File: src/sv/sse_pkg.sv
// Shared types, constants and state codes of the stack expression evaluator.
`default_nettype none

package sse_pkg;

	localparam int STACK_DEPTH = 64;
	localparam int VALUE_WIDTH = 32;
	localparam int ADDR_W      = $clog2(STACK_DEPTH);
	localparam int PTR_W       = $clog2(STACK_DEPTH + 1);
	localparam int SYM_W       = 8;
	localparam int STATUS_W    = 2;
	localparam int CNT_W       = $clog2(VALUE_WIDTH + 1);

	typedef logic [VALUE_WIDTH-1:0] value_t;
	typedef logic [STATUS_W-1:0]    status_t;
	typedef logic [SYM_W-1:0]       sym_t;
	typedef logic [PTR_W-1:0]       ptr_t;
	typedef logic [ADDR_W-1:0]      addr_t;

	localparam status_t ST_OK    = 2'd0;
	localparam status_t ST_UNDER = 2'd1;
	localparam status_t ST_DIVZ  = 2'd2;
	localparam status_t ST_OVER  = 2'd3;

	localparam sym_t CH_PLUS  = 8'h2B;
	localparam sym_t CH_MINUS = 8'h2D;
	localparam sym_t CH_MUL   = 8'h2A;
	localparam sym_t CH_DIV   = 8'h2F;
	localparam sym_t CH_ZERO  = 8'd48;
	localparam sym_t CH_NINE  = 8'd57;

	typedef enum logic [2:0] {
		S_IDLE,
		S_POP1,
		S_POP2,
		S_EXEC,
		S_DIV,
		S_WB,
		S_TOP_RD,
		S_TOP
	} state_t;

	typedef struct packed {
		logic   start;
		value_t dividend;
		value_t divisor;
	} div_req_t;

	typedef struct packed {
		logic   done;
		logic   div_zero;
		value_t quot;
	} div_rsp_t;

endpackage

`default_nettype wire

File: src/sv/sse_ifs.sv
// Valid/ready channel interfaces: symbol input, result output, mode register write.
`default_nettype none

interface sse_sym_if;
	logic                    valid;
	logic                    ready;
	logic [sse_pkg::SYM_W-1:0] symbol;
	logic                    last;

	modport source (output valid, symbol, last, input ready);
	modport sink   (input valid, symbol, last, output ready);
endinterface

interface sse_res_if;
	logic                                 valid;
	logic                                 ready;
	logic signed [sse_pkg::VALUE_WIDTH-1:0] value;
	logic [sse_pkg::STATUS_W-1:0]          status;

	modport source (output valid, value, status, input ready);
	modport sink   (input valid, value, status, output ready);
endinterface

interface sse_cfg_if;
	logic valid;
	logic ready;
	logic eval_order;

	modport source (output valid, eval_order, input ready);
	modport sink   (input valid, eval_order, output ready);
endinterface

`default_nettype wire

File: src/sv/sse_div.sv
// Iterative signed divider, truncating toward zero, one quotient bit per cycle.
`default_nettype none

module sse_div (
	input  wire logic              clk,
	input  wire logic              arst_n,
	input  wire sse_pkg::div_req_t req,
	output sse_pkg::div_rsp_t      rsp
);

	localparam int W = sse_pkg::VALUE_WIDTH;

	logic                         busy_q;
	logic                         done_q;
	logic [sse_pkg::CNT_W-1:0]    cnt_q;
	sse_pkg::value_t              rem_q;
	sse_pkg::value_t              quo_q;
	sse_pkg::value_t              den_q;
	logic                         neg_q;
	logic                         divz_q;

	logic            a_neg;
	logic            b_neg;
	sse_pkg::value_t a_mag;
	sse_pkg::value_t b_mag;
	logic [W:0]      shift_rem;
	logic [W:0]      diff;
	logic            ge;

	always_comb begin
		a_neg     = req.dividend[W-1];
		b_neg     = req.divisor[W-1];
		a_mag     = a_neg ? (~req.dividend + 1'b1) : req.dividend;
		b_mag     = b_neg ? (~req.divisor + 1'b1) : req.divisor;
		shift_rem = {rem_q, quo_q[W-1]};
		diff      = shift_rem - {1'b0, den_q};
		ge        = !diff[W];
	end

	always_ff @(posedge clk or negedge arst_n) begin
		if (!arst_n) begin
			busy_q <= 1'b0;
			done_q <= 1'b0;
			cnt_q  <= '0;
		end else begin
			done_q <= 1'b0;
			if (req.start) begin
				if (b_mag == '0) begin
					done_q <= 1'b1;
				end else begin
					busy_q <= 1'b1;
					cnt_q  <= sse_pkg::CNT_W'(W);
				end
			end else if (busy_q) begin
				cnt_q <= cnt_q - 1'b1;
				if (cnt_q == sse_pkg::CNT_W'(1)) begin
					busy_q <= 1'b0;
					done_q <= 1'b1;
				end
			end
		end
	end

	// datapath, no reset
	always_ff @(posedge clk) begin
		if (req.start) begin
			rem_q  <= '0;
			den_q  <= b_mag;
			divz_q <= (b_mag == '0);
			quo_q  <= (b_mag == '0) ? '0 : a_mag;
			neg_q  <= (b_mag == '0) ? 1'b0 : (a_neg ^ b_neg);
		end else if (busy_q) begin
			rem_q <= ge ? diff[W-1:0] : shift_rem[W-1:0];
			quo_q <= {quo_q[W-2:0], ge};
		end
	end

	assign rsp.done     = done_q;
	assign rsp.div_zero = divz_q;
	assign rsp.quot     = neg_q ? (~quo_q + 1'b1) : quo_q;

endmodule

`default_nettype wire

File: src/sv/stack_expression_evaluator.sv
// Top level: stack-based postfix/prefix expression evaluator over a RAM stack.
//
// Usage notes:
//  - symbols: one ASCII character per beat plus a last flag. Digits push their
//    value, + - * / pop two operands and push the result, anything else is
//    skipped. The beat with last set produces exactly one beat on results.
//  - results: top of stack (32-bit signed, 0 if the stack is empty) and status
//    (0 ok, 1 underflow, 2 divide by zero, 3 overflow; first error wins).
//    After the result is produced the stack and status are cleared.
//  - cfg: eval_order, 0 = postfix left to right, 1 = prefix fed right to left.
//    Write only while idle; ready is always high.
//  - One character is worked on at a time. Digits and ignored chars are taken
//    straight away; + - * wait for two registered reads of the stack RAM, / also
//    for the serial divider (which skips its iterations on divide by zero). A last
//    beat adds a top-of-stack read.
//  - Result sits in an output register; the block keeps taking symbols while
//    it waits. Only a second last beat stalls if results is still backed up.
//  - Reset (arst_n low) empties the stack, clears status, sets postfix mode
//    and drops any pending result. Stack RAM contents are not cleared.
`default_nettype none

module stack_expression_evaluator (
	input  wire logic  clk,
	input  wire logic  arst_n,
	sse_sym_if.sink    symbols,
	sse_res_if.source  results,
	sse_cfg_if.sink    cfg
);

	// control state
	sse_pkg::state_t  state_q;
	sse_pkg::state_t  state_nxt;
	sse_pkg::ptr_t    sp_q;
	sse_pkg::status_t err_q;
	logic             order_q;
	logic             out_valid_q;

	// payload registers
	sse_pkg::sym_t    sym_q;
	logic             last_q;
	sse_pkg::value_t  first_q;
	sse_pkg::value_t  res_q;
	sse_pkg::value_t  out_value_q;
	sse_pkg::status_t out_status_q;

	// stack RAM
	sse_pkg::value_t  stack_mem [sse_pkg::STACK_DEPTH];
	sse_pkg::value_t  rd_data_q;
	sse_pkg::addr_t   rd_addr;
	sse_pkg::addr_t   wr_addr;
	sse_pkg::value_t  wr_data;
	logic             mem_we;

	// divider
	sse_pkg::div_req_t div_req;
	sse_pkg::div_rsp_t div_rsp;

	logic             accept;
	logic             in_digit;
	logic             in_op;
	logic             out_free;
	logic             stack_full;
	sse_pkg::ptr_t    sp_dec1;
	sse_pkg::ptr_t    sp_dec2;
	sse_pkg::value_t  opnd_first;
	sse_pkg::value_t  opnd_second;
	sse_pkg::value_t  lhs;
	sse_pkg::value_t  rhs;
	sse_pkg::value_t  alu_res;

	sse_div u_div (
		.clk    (clk),
		.arst_n (arst_n),
		.req    (div_req),
		.rsp    (div_rsp)
	);

	always_comb begin
		accept     = symbols.valid && symbols.ready;
		in_digit   = (symbols.symbol >= sse_pkg::CH_ZERO) && (symbols.symbol <= sse_pkg::CH_NINE);
		in_op      = (symbols.symbol == sse_pkg::CH_PLUS) || (symbols.symbol == sse_pkg::CH_MINUS)
		          || (symbols.symbol == sse_pkg::CH_MUL)  || (symbols.symbol == sse_pkg::CH_DIV);
		out_free   = !out_valid_q || results.ready;
		stack_full = (sp_q == sse_pkg::PTR_W'(sse_pkg::STACK_DEPTH));
		sp_dec1    = sp_q - sse_pkg::PTR_W'(1);
		sp_dec2    = sp_q - sse_pkg::PTR_W'(2);
	end

	// operand select and ALU for + - *; missing operands read as zero
	always_comb begin
		opnd_first  = first_q;
		opnd_second = (sp_q >= sse_pkg::PTR_W'(2)) ? rd_data_q : '0;
		// postfix: second pop is the left operand; prefix: the first pop is
		lhs = order_q ? opnd_first : opnd_second;
		rhs = order_q ? opnd_second : opnd_first;
		case (sym_q)
			sse_pkg::CH_PLUS:  alu_res = lhs + rhs;
			sse_pkg::CH_MINUS: alu_res = lhs - rhs;
			sse_pkg::CH_MUL:   alu_res = lhs * rhs;
			default:           alu_res = '0;
		endcase
	end

	// next state
	always_comb begin
		state_nxt = state_q;
		case (state_q)
			sse_pkg::S_IDLE: begin
				if (accept) begin
					if (in_op) state_nxt = sse_pkg::S_POP1;
					else if (symbols.last) state_nxt = sse_pkg::S_TOP_RD;
				end
			end
			sse_pkg::S_POP1: state_nxt = sse_pkg::S_POP2;
			sse_pkg::S_POP2: state_nxt = sse_pkg::S_EXEC;
			sse_pkg::S_EXEC: begin
				state_nxt = (sym_q == sse_pkg::CH_DIV) ? sse_pkg::S_DIV : sse_pkg::S_WB;
			end
			sse_pkg::S_DIV: begin
				if (div_rsp.done) state_nxt = sse_pkg::S_WB;
			end
			sse_pkg::S_WB: state_nxt = last_q ? sse_pkg::S_TOP_RD : sse_pkg::S_IDLE;
			sse_pkg::S_TOP_RD: state_nxt = sse_pkg::S_TOP;
			sse_pkg::S_TOP: begin
				if (out_free) state_nxt = sse_pkg::S_IDLE;
			end
			default: state_nxt = sse_pkg::S_IDLE;
		endcase
	end

	// state outputs: handshake, RAM port, divider start
	always_comb begin
		symbols.ready    = 1'b0;
		mem_we           = 1'b0;
		wr_addr          = sp_q[sse_pkg::ADDR_W-1:0];
		wr_data          = res_q;
		rd_addr          = sp_dec1[sse_pkg::ADDR_W-1:0];
		div_req.start    = 1'b0;
		div_req.dividend = lhs;
		div_req.divisor  = rhs;
		case (state_q)
			sse_pkg::S_IDLE: begin
				symbols.ready = 1'b1;
				// digit push goes straight into the RAM on the accept beat
				mem_we  = accept && in_digit && !stack_full;
				wr_data = sse_pkg::VALUE_WIDTH'(symbols.symbol - sse_pkg::CH_ZERO);
			end
			sse_pkg::S_POP2: rd_addr = sp_dec2[sse_pkg::ADDR_W-1:0];
			sse_pkg::S_EXEC: div_req.start = (sym_q == sse_pkg::CH_DIV);
			sse_pkg::S_WB:   mem_we = 1'b1;
			default: ;
		endcase
	end

	// stack RAM, one write and one registered read per cycle
	always_ff @(posedge clk) begin
		if (mem_we) stack_mem[wr_addr] <= wr_data;
		rd_data_q <= stack_mem[rd_addr];
	end

	always_ff @(posedge clk or negedge arst_n) begin
		if (!arst_n) begin
			state_q     <= sse_pkg::S_IDLE;
			sp_q        <= '0;
			err_q       <= sse_pkg::ST_OK;
			order_q     <= 1'b0;
			out_valid_q <= 1'b0;
		end else begin
			state_q <= state_nxt;
			if (cfg.valid) order_q <= cfg.eval_order;
			if (results.ready) out_valid_q <= 1'b0;
			case (state_q)
				sse_pkg::S_IDLE: begin
					if (accept && in_digit) begin
						if (stack_full) begin
							if (err_q == sse_pkg::ST_OK) err_q <= sse_pkg::ST_OVER;
						end else begin
							sp_q <= sp_q + sse_pkg::PTR_W'(1);
						end
					end
				end
				sse_pkg::S_EXEC: begin
					// both pops happen here; short stack means underflow
					if (sp_q < sse_pkg::PTR_W'(2)) begin
						sp_q <= '0;
						if (err_q == sse_pkg::ST_OK) err_q <= sse_pkg::ST_UNDER;
					end else begin
						sp_q <= sp_dec2;
					end
				end
				sse_pkg::S_DIV: begin
					if (div_rsp.done && div_rsp.div_zero && err_q == sse_pkg::ST_OK)
						err_q <= sse_pkg::ST_DIVZ;
				end
				sse_pkg::S_WB: sp_q <= sp_q + sse_pkg::PTR_W'(1);
				sse_pkg::S_TOP: begin
					if (out_free) begin
						out_valid_q <= 1'b1;
						sp_q        <= '0;
						err_q       <= sse_pkg::ST_OK;
					end
				end
				default: ;
			endcase
		end
	end

	// payload registers, no reset
	always_ff @(posedge clk) begin
		if (accept) begin
			sym_q  <= symbols.symbol;
			last_q <= symbols.last;
		end
		if (state_q == sse_pkg::S_POP2)
			first_q <= (sp_q != '0) ? rd_data_q : '0;
		if (state_q == sse_pkg::S_EXEC)
			res_q <= alu_res;
		if (state_q == sse_pkg::S_DIV && div_rsp.done)
			res_q <= div_rsp.quot;
		if (state_q == sse_pkg::S_TOP && out_free) begin
			out_value_q  <= (sp_q != '0) ? rd_data_q : '0;
			out_status_q <= err_q;
		end
	end

	assign cfg.ready      = 1'b1;
	assign results.valid  = out_valid_q;
	assign results.value  = $signed(out_value_q);
	assign results.status = out_status_q;

endmodule

`default_nettype wire
File: src/flat_wrapper.sv
// flat-port wrapper written by rule: the top's interface ports become plain ports
module stack_expression_evaluator_flat 
  (clk, arst_n, symbols_valid, symbols_symbol, symbols_last, symbols_ready, results_valid, results_value, results_status, results_ready, cfg_valid, cfg_eval_order, cfg_ready);
  sse_sym_if symbols_i ();
  sse_res_if results_i ();
  sse_cfg_if cfg_i ();
  input  wire logic clk;
  input  wire logic arst_n;
  input wire logic [$bits(symbols_i.valid)-1:0] symbols_valid;
  input wire logic [$bits(symbols_i.symbol)-1:0] symbols_symbol;
  input wire logic [$bits(symbols_i.last)-1:0] symbols_last;
  output wire logic [$bits(symbols_i.ready)-1:0] symbols_ready;
  output wire logic [$bits(results_i.valid)-1:0] results_valid;
  output wire logic [$bits(results_i.value)-1:0] results_value;
  output wire logic [$bits(results_i.status)-1:0] results_status;
  input wire logic [$bits(results_i.ready)-1:0] results_ready;
  input wire logic [$bits(cfg_i.valid)-1:0] cfg_valid;
  input wire logic [$bits(cfg_i.eval_order)-1:0] cfg_eval_order;
  output wire logic [$bits(cfg_i.ready)-1:0] cfg_ready;
  assign symbols_i.valid = symbols_valid;
  assign symbols_i.symbol = symbols_symbol;
  assign symbols_i.last = symbols_last;
  assign symbols_ready = symbols_i.ready;
  assign results_valid = results_i.valid;
  assign results_value = results_i.value;
  assign results_status = results_i.status;
  assign results_i.ready = results_ready;
  assign cfg_i.valid = cfg_valid;
  assign cfg_i.eval_order = cfg_eval_order;
  assign cfg_ready = cfg_i.ready;
  stack_expression_evaluator u_core (.clk(clk), .arst_n(arst_n), .symbols(symbols_i), .results(results_i), .cfg(cfg_i));
endmodule
File: config.mk
export PLATFORM = sky130hd
export DESIGN_NAME = stack_expression_evaluator_flat
export DESIGN_NICKNAME = d
export VERILOG_FILES = /design/src/sv/sse_pkg.sv /design/src/sv/sse_ifs.sv /design/src/sv/sse_div.sv /design/src/sv/stack_expression_evaluator.sv /design/src/flat_wrapper.sv
export SDC_FILE = /design/constraint.sdc
export NUM_CORES = 2
export LEC_CHECK = 0
export BUFFER_PORTS_ARGS = -buffer_cell sky130_fd_sc_hd__clkbuf_2
export CORE_MARGIN = 2
export CORE_UTILIZATION = 55
export DETAILED_ROUTE_END_ITERATION = 8
export GPL_TIMING_DRIVEN = 0
export MAX_ROUTING_LAYER = met4
export PLACE_DENSITY_LB_ADDON = 0.25
export SYNTH_ARGS = -nofsm -noshare
export SYNTH_HDL_FRONTEND = slang
export SYNTH_HIERARCHICAL = 1
export SYNTH_SLANG_ARGS = --single-unit
File: constraint.sdc
create_clock -name clk -period 10.3 [get_ports clk]
set_input_delay 1.545 -clock clk [delete_from_list [all_inputs] [get_ports clk]]
set_output_delay 1.545 -clock clk [all_outputs]
set_load 0.01 [all_outputs]
==> run summary <==
Critical Path Start Type -> flip-flop
Post-DRT Antenna Nets -> 0
Critical Path End Type -> flip-flop
Crit Reg-Reg Startpoint -> u_core/order_q
Worst Hold Launch -> u_core/u_div/rem_q[19]
Largest net degree at the start of global routing -> 65
Worst EP arrival -> 10.67 ns
Max-Cap Viols -> 1
First drt pass iteration count -> 8
Core footprint -> 202,700 sq um
Worst hold margin -> 0.5050 ns
RSZ-0062 raised after global routing -> false
Worst Setup SP -> u_core/order_q
Seq cells post-synth -> 2,307
Most frequent cells in the layout -> edfxtp_1, mux4_2, inv_1
Critical setup path kind -> flip-flop to flip-flop
Top FF cell, synth -> edfxtp_1
Full die area -> 208,100 sq um
Share of cells above drive strength 1 -> 17.95%
Number of port buffers -> 50
Final Hold Viols -> 0
Number of I/O pins -> 52
TritonCTS buffer count -> 222
Fmax -> 0.09961 GHz
Most common cell after layout, fill and taps aside -> edfxtp_1
Mapped Cells -> 7,239
Post-synthesis net count -> 7,866
Die X -> 456.1 um
Hold Buf Count CTS -> 0
Setup_tns -> 0 ns
Worst path max stage delay -> 0.58 ns
Gr usage total -> 33.88%
Distinct cells, synth -> 111
WP data required -> 10.94 ns
Number of global-route vias before repair -> 67,820
Yosys top cell area share -> 59.32%
Worst-case reg-to-reg path depth -> 33
Die Y -> 456.1 um
CTS tree -> done
WL final -> 342,300 um
Ranking of synthesized cells by area -> edfxtp_1, mux4_2, fa_1, ha_1, nor2_1
Total global routing overflow -> 0
Clock sinks -> 2,307
Avg Cell Area, Syn -> 15.53 sq um
First-pass GRT wire length -> 486,900 um
Worst-path clk slew -> 0.07 ns
Most used cell, CP -> fa_1
First DRT Iteration DRCs -> 9,153
CTS HTree Levels -> 4
Min-delay worst type -> flip-flop to flip-flop
Violated checks -> capacitance limit
Vias -> 68,410
Cell Area, Synth -> 112,400 sq um
Synthesis Warnings -> 6
Pins Over Slew Limit -> 0
Register area share after synthesis -> 60.95%
# DRC -> 0
Initial antenna violation count -> 12
CTS max path bufs -> 3
Post-layout min period -> 10.04 ns
Final GP Congestion -> 1.013
Vias per std cell -> 6.513
Worst slew pin tran -> 1.472 ns
Crit path to -> u_core/res_q[30]
FF-to-FF setup slack -> 0.26 ns
Slowest cell on crit path -> fa_1
Area Overhead vs Synth -> 13.06%
Root buffer cell -> clkbuf_16
DP HPWL -> 245,000 um
Final nets -> 8,261
Async S/R FF share, synth -> 0.9536%
Worst r2r dst -> u_core/res_q[30]
EDFF count, synth -> 2,221
Row cnt -> 165
DR WL/cell -> 32.59 um
Outcome -> finished, violations left
Worst Path Max Fanout -> 19
Cell type with the largest total area after synthesis -> edfxtp_1
FILL cells -> 14,510
Final setup violation count -> 0
Worst-Skew Late Latency -> 0.90 ns
Initial Util -> 55.46%
Slew HR -> 0.4669%
Worst Skew -> 0.1219 ns
Final period utilization -> 97.46%
-- worst min path at each step --
stage | endpoint | slack [ns] | cells past startpoint
after floorplan | u_core/results.status[0] | 0.44 | 0
final | u_core/u_div/rem_q[19] | 0.51 | 2
after global routing | u_core/results.status[0] | 0.52 | 0
after global placement | u_core/results.status[0] | 0.47 | 0
after CTS | u_core/u_div/rem_q[23] | 0.50 | 2
after detailed placement | u_core/u_div/rem_q[19] | 0.49 | 2
-- area by class of cell --
type | instances | area (sq um) | area share (%)
Sequential cell | 2307 | 68530 | 53.91
Multi-Input combinational cell | 4011 | 41460 | 32.61
Clock buffer | 289 | 5921 | 4.658
Tap cell | 2672 | 3343 | 2.630
Timing Repair Buffer | 180 | 2678 | 2.106
Inverter | 542 | 2091 | 1.645
Buffer | 370 | 1688 | 1.328
Clock inverter | 121 | 1386 | 1.091
Antenna cell | 12 | 30.03 | 0.02362
-- sequential cells by signal, indices dropped and copies added, names as in the netlist --
name / count
u_core/order_q: 1
u_core/u_div/den_q: 32
u_core/u_div/cnt_q: 6
u_core/u_div/done_q: 1
u_core/state_q: 3
u_core/sp_q: 7
u_core/results.value: 32
u_core/first_q: 32
u_core/u_div/quo_q: 32
u_core/u_div/rem_q: 32
u_core/u_div/busy_q: 1
u_core/last_q: 1
u_core/res_q: 32
u_core/err_q: 2
u_core/rd_data_q: 32
u_core/stack_mem: 2048
u_core/sym_q: 8
u_core/u_div/divz_q: 1
u_core/results.valid: 1
u_core/u_div/neg_q: 1
u_core/results.status: 2
-- Yosys cell counts, types with 22 or more instances --
library cell	instances
edfxtp_1	2221
mux4_2	544
nor2_1	523
inv_1	513
nand2_1	439
fa_1	410
a21oi_1	285
clkbuf_1	264
xnor2_1	217
ha_1	202
nor2b_1	169
mux2i_1	138
a211oi_1	135
o21ai_0	132
dfxtp_1	64
nand3_1	64
buf_2	63
a21o_1	61
nor3_1	51
a31oi_1	50
xor2_1	44
and2_1	43
o31ai_1	41
nand4_1	33
buf_1	32
o21a_1	30
a22oi_1	28
o22ai_1	27
a311oi_1	26
nand2b_1	26
clkinv_1	24
dfrtp_1	22
-- repair_timing --
action | in CTS | in global routing
resized for setup | 142 | 54
setup buffers | 21 | 8
pin swaps | 11 | 7
setup endpoints to repair | 22 | 11
-- metrics by stage --
| step | setup slack [ns] | area, sq um | utilization [%] | cells |
|---|---|---|---|---|
| 6_report | 0.2613 | 127100 | 62.70 | 10500 |
| 2_1_floorplan | 0.8112 | 112400 | - | 7239 |
| 5_1_grt | 0.07405 | 127100 | 62.70 | 10500 |
| 3_3_place_gp | -3.292 | 116000 | 57.23 | 9961 |
| 4_1_cts | 0.03065 | 126800 | 62.56 | 10490 |
| 3_5_place_dp | -3.326 | 118900 | 58.63 | 10060 |
-- worst max-delay path, delay by kind of cell, from the launching register on --
| kind | cells | cell delay (ns) |
|---|---|---|
| flip-flops | 1 | 0.49 |
| AND/OR/NAND/NOR | 2 | 0.24 |
| adder cells (fa/ha/maj) | 9 | 4.27 |
| AO/OA/AOI/OAI | 10 | 2.19 |
| buffers and inverters | 11 | 2.43 |
| XOR/XNOR | 1 | 0.20 |
-- cells by family after synthesis --
logic type	synth area share [%]
AOI/OAI and AO/OA	5.948
adders and majority gates	9.557
buffers and inverters	3.231
other	0.003335
DFF	60.95
and+or+nand+nor	6.016
muxes	12.21
xor gates and xnor gates	2.093
-- per-layer routing --
layer	up-vias	track usage [%]	part of all wire [%]
met2	4156	51.14	46
met1	35270	42.98	36
met3	896	5.728	9.4
met5	-	-	0
li1	28090	-	-
met4	0	21.71	8.0
Power is left out: the tool's default activity adds up to more than one toggle a clock period on the data nets, which glitch-free logic cannot reach.
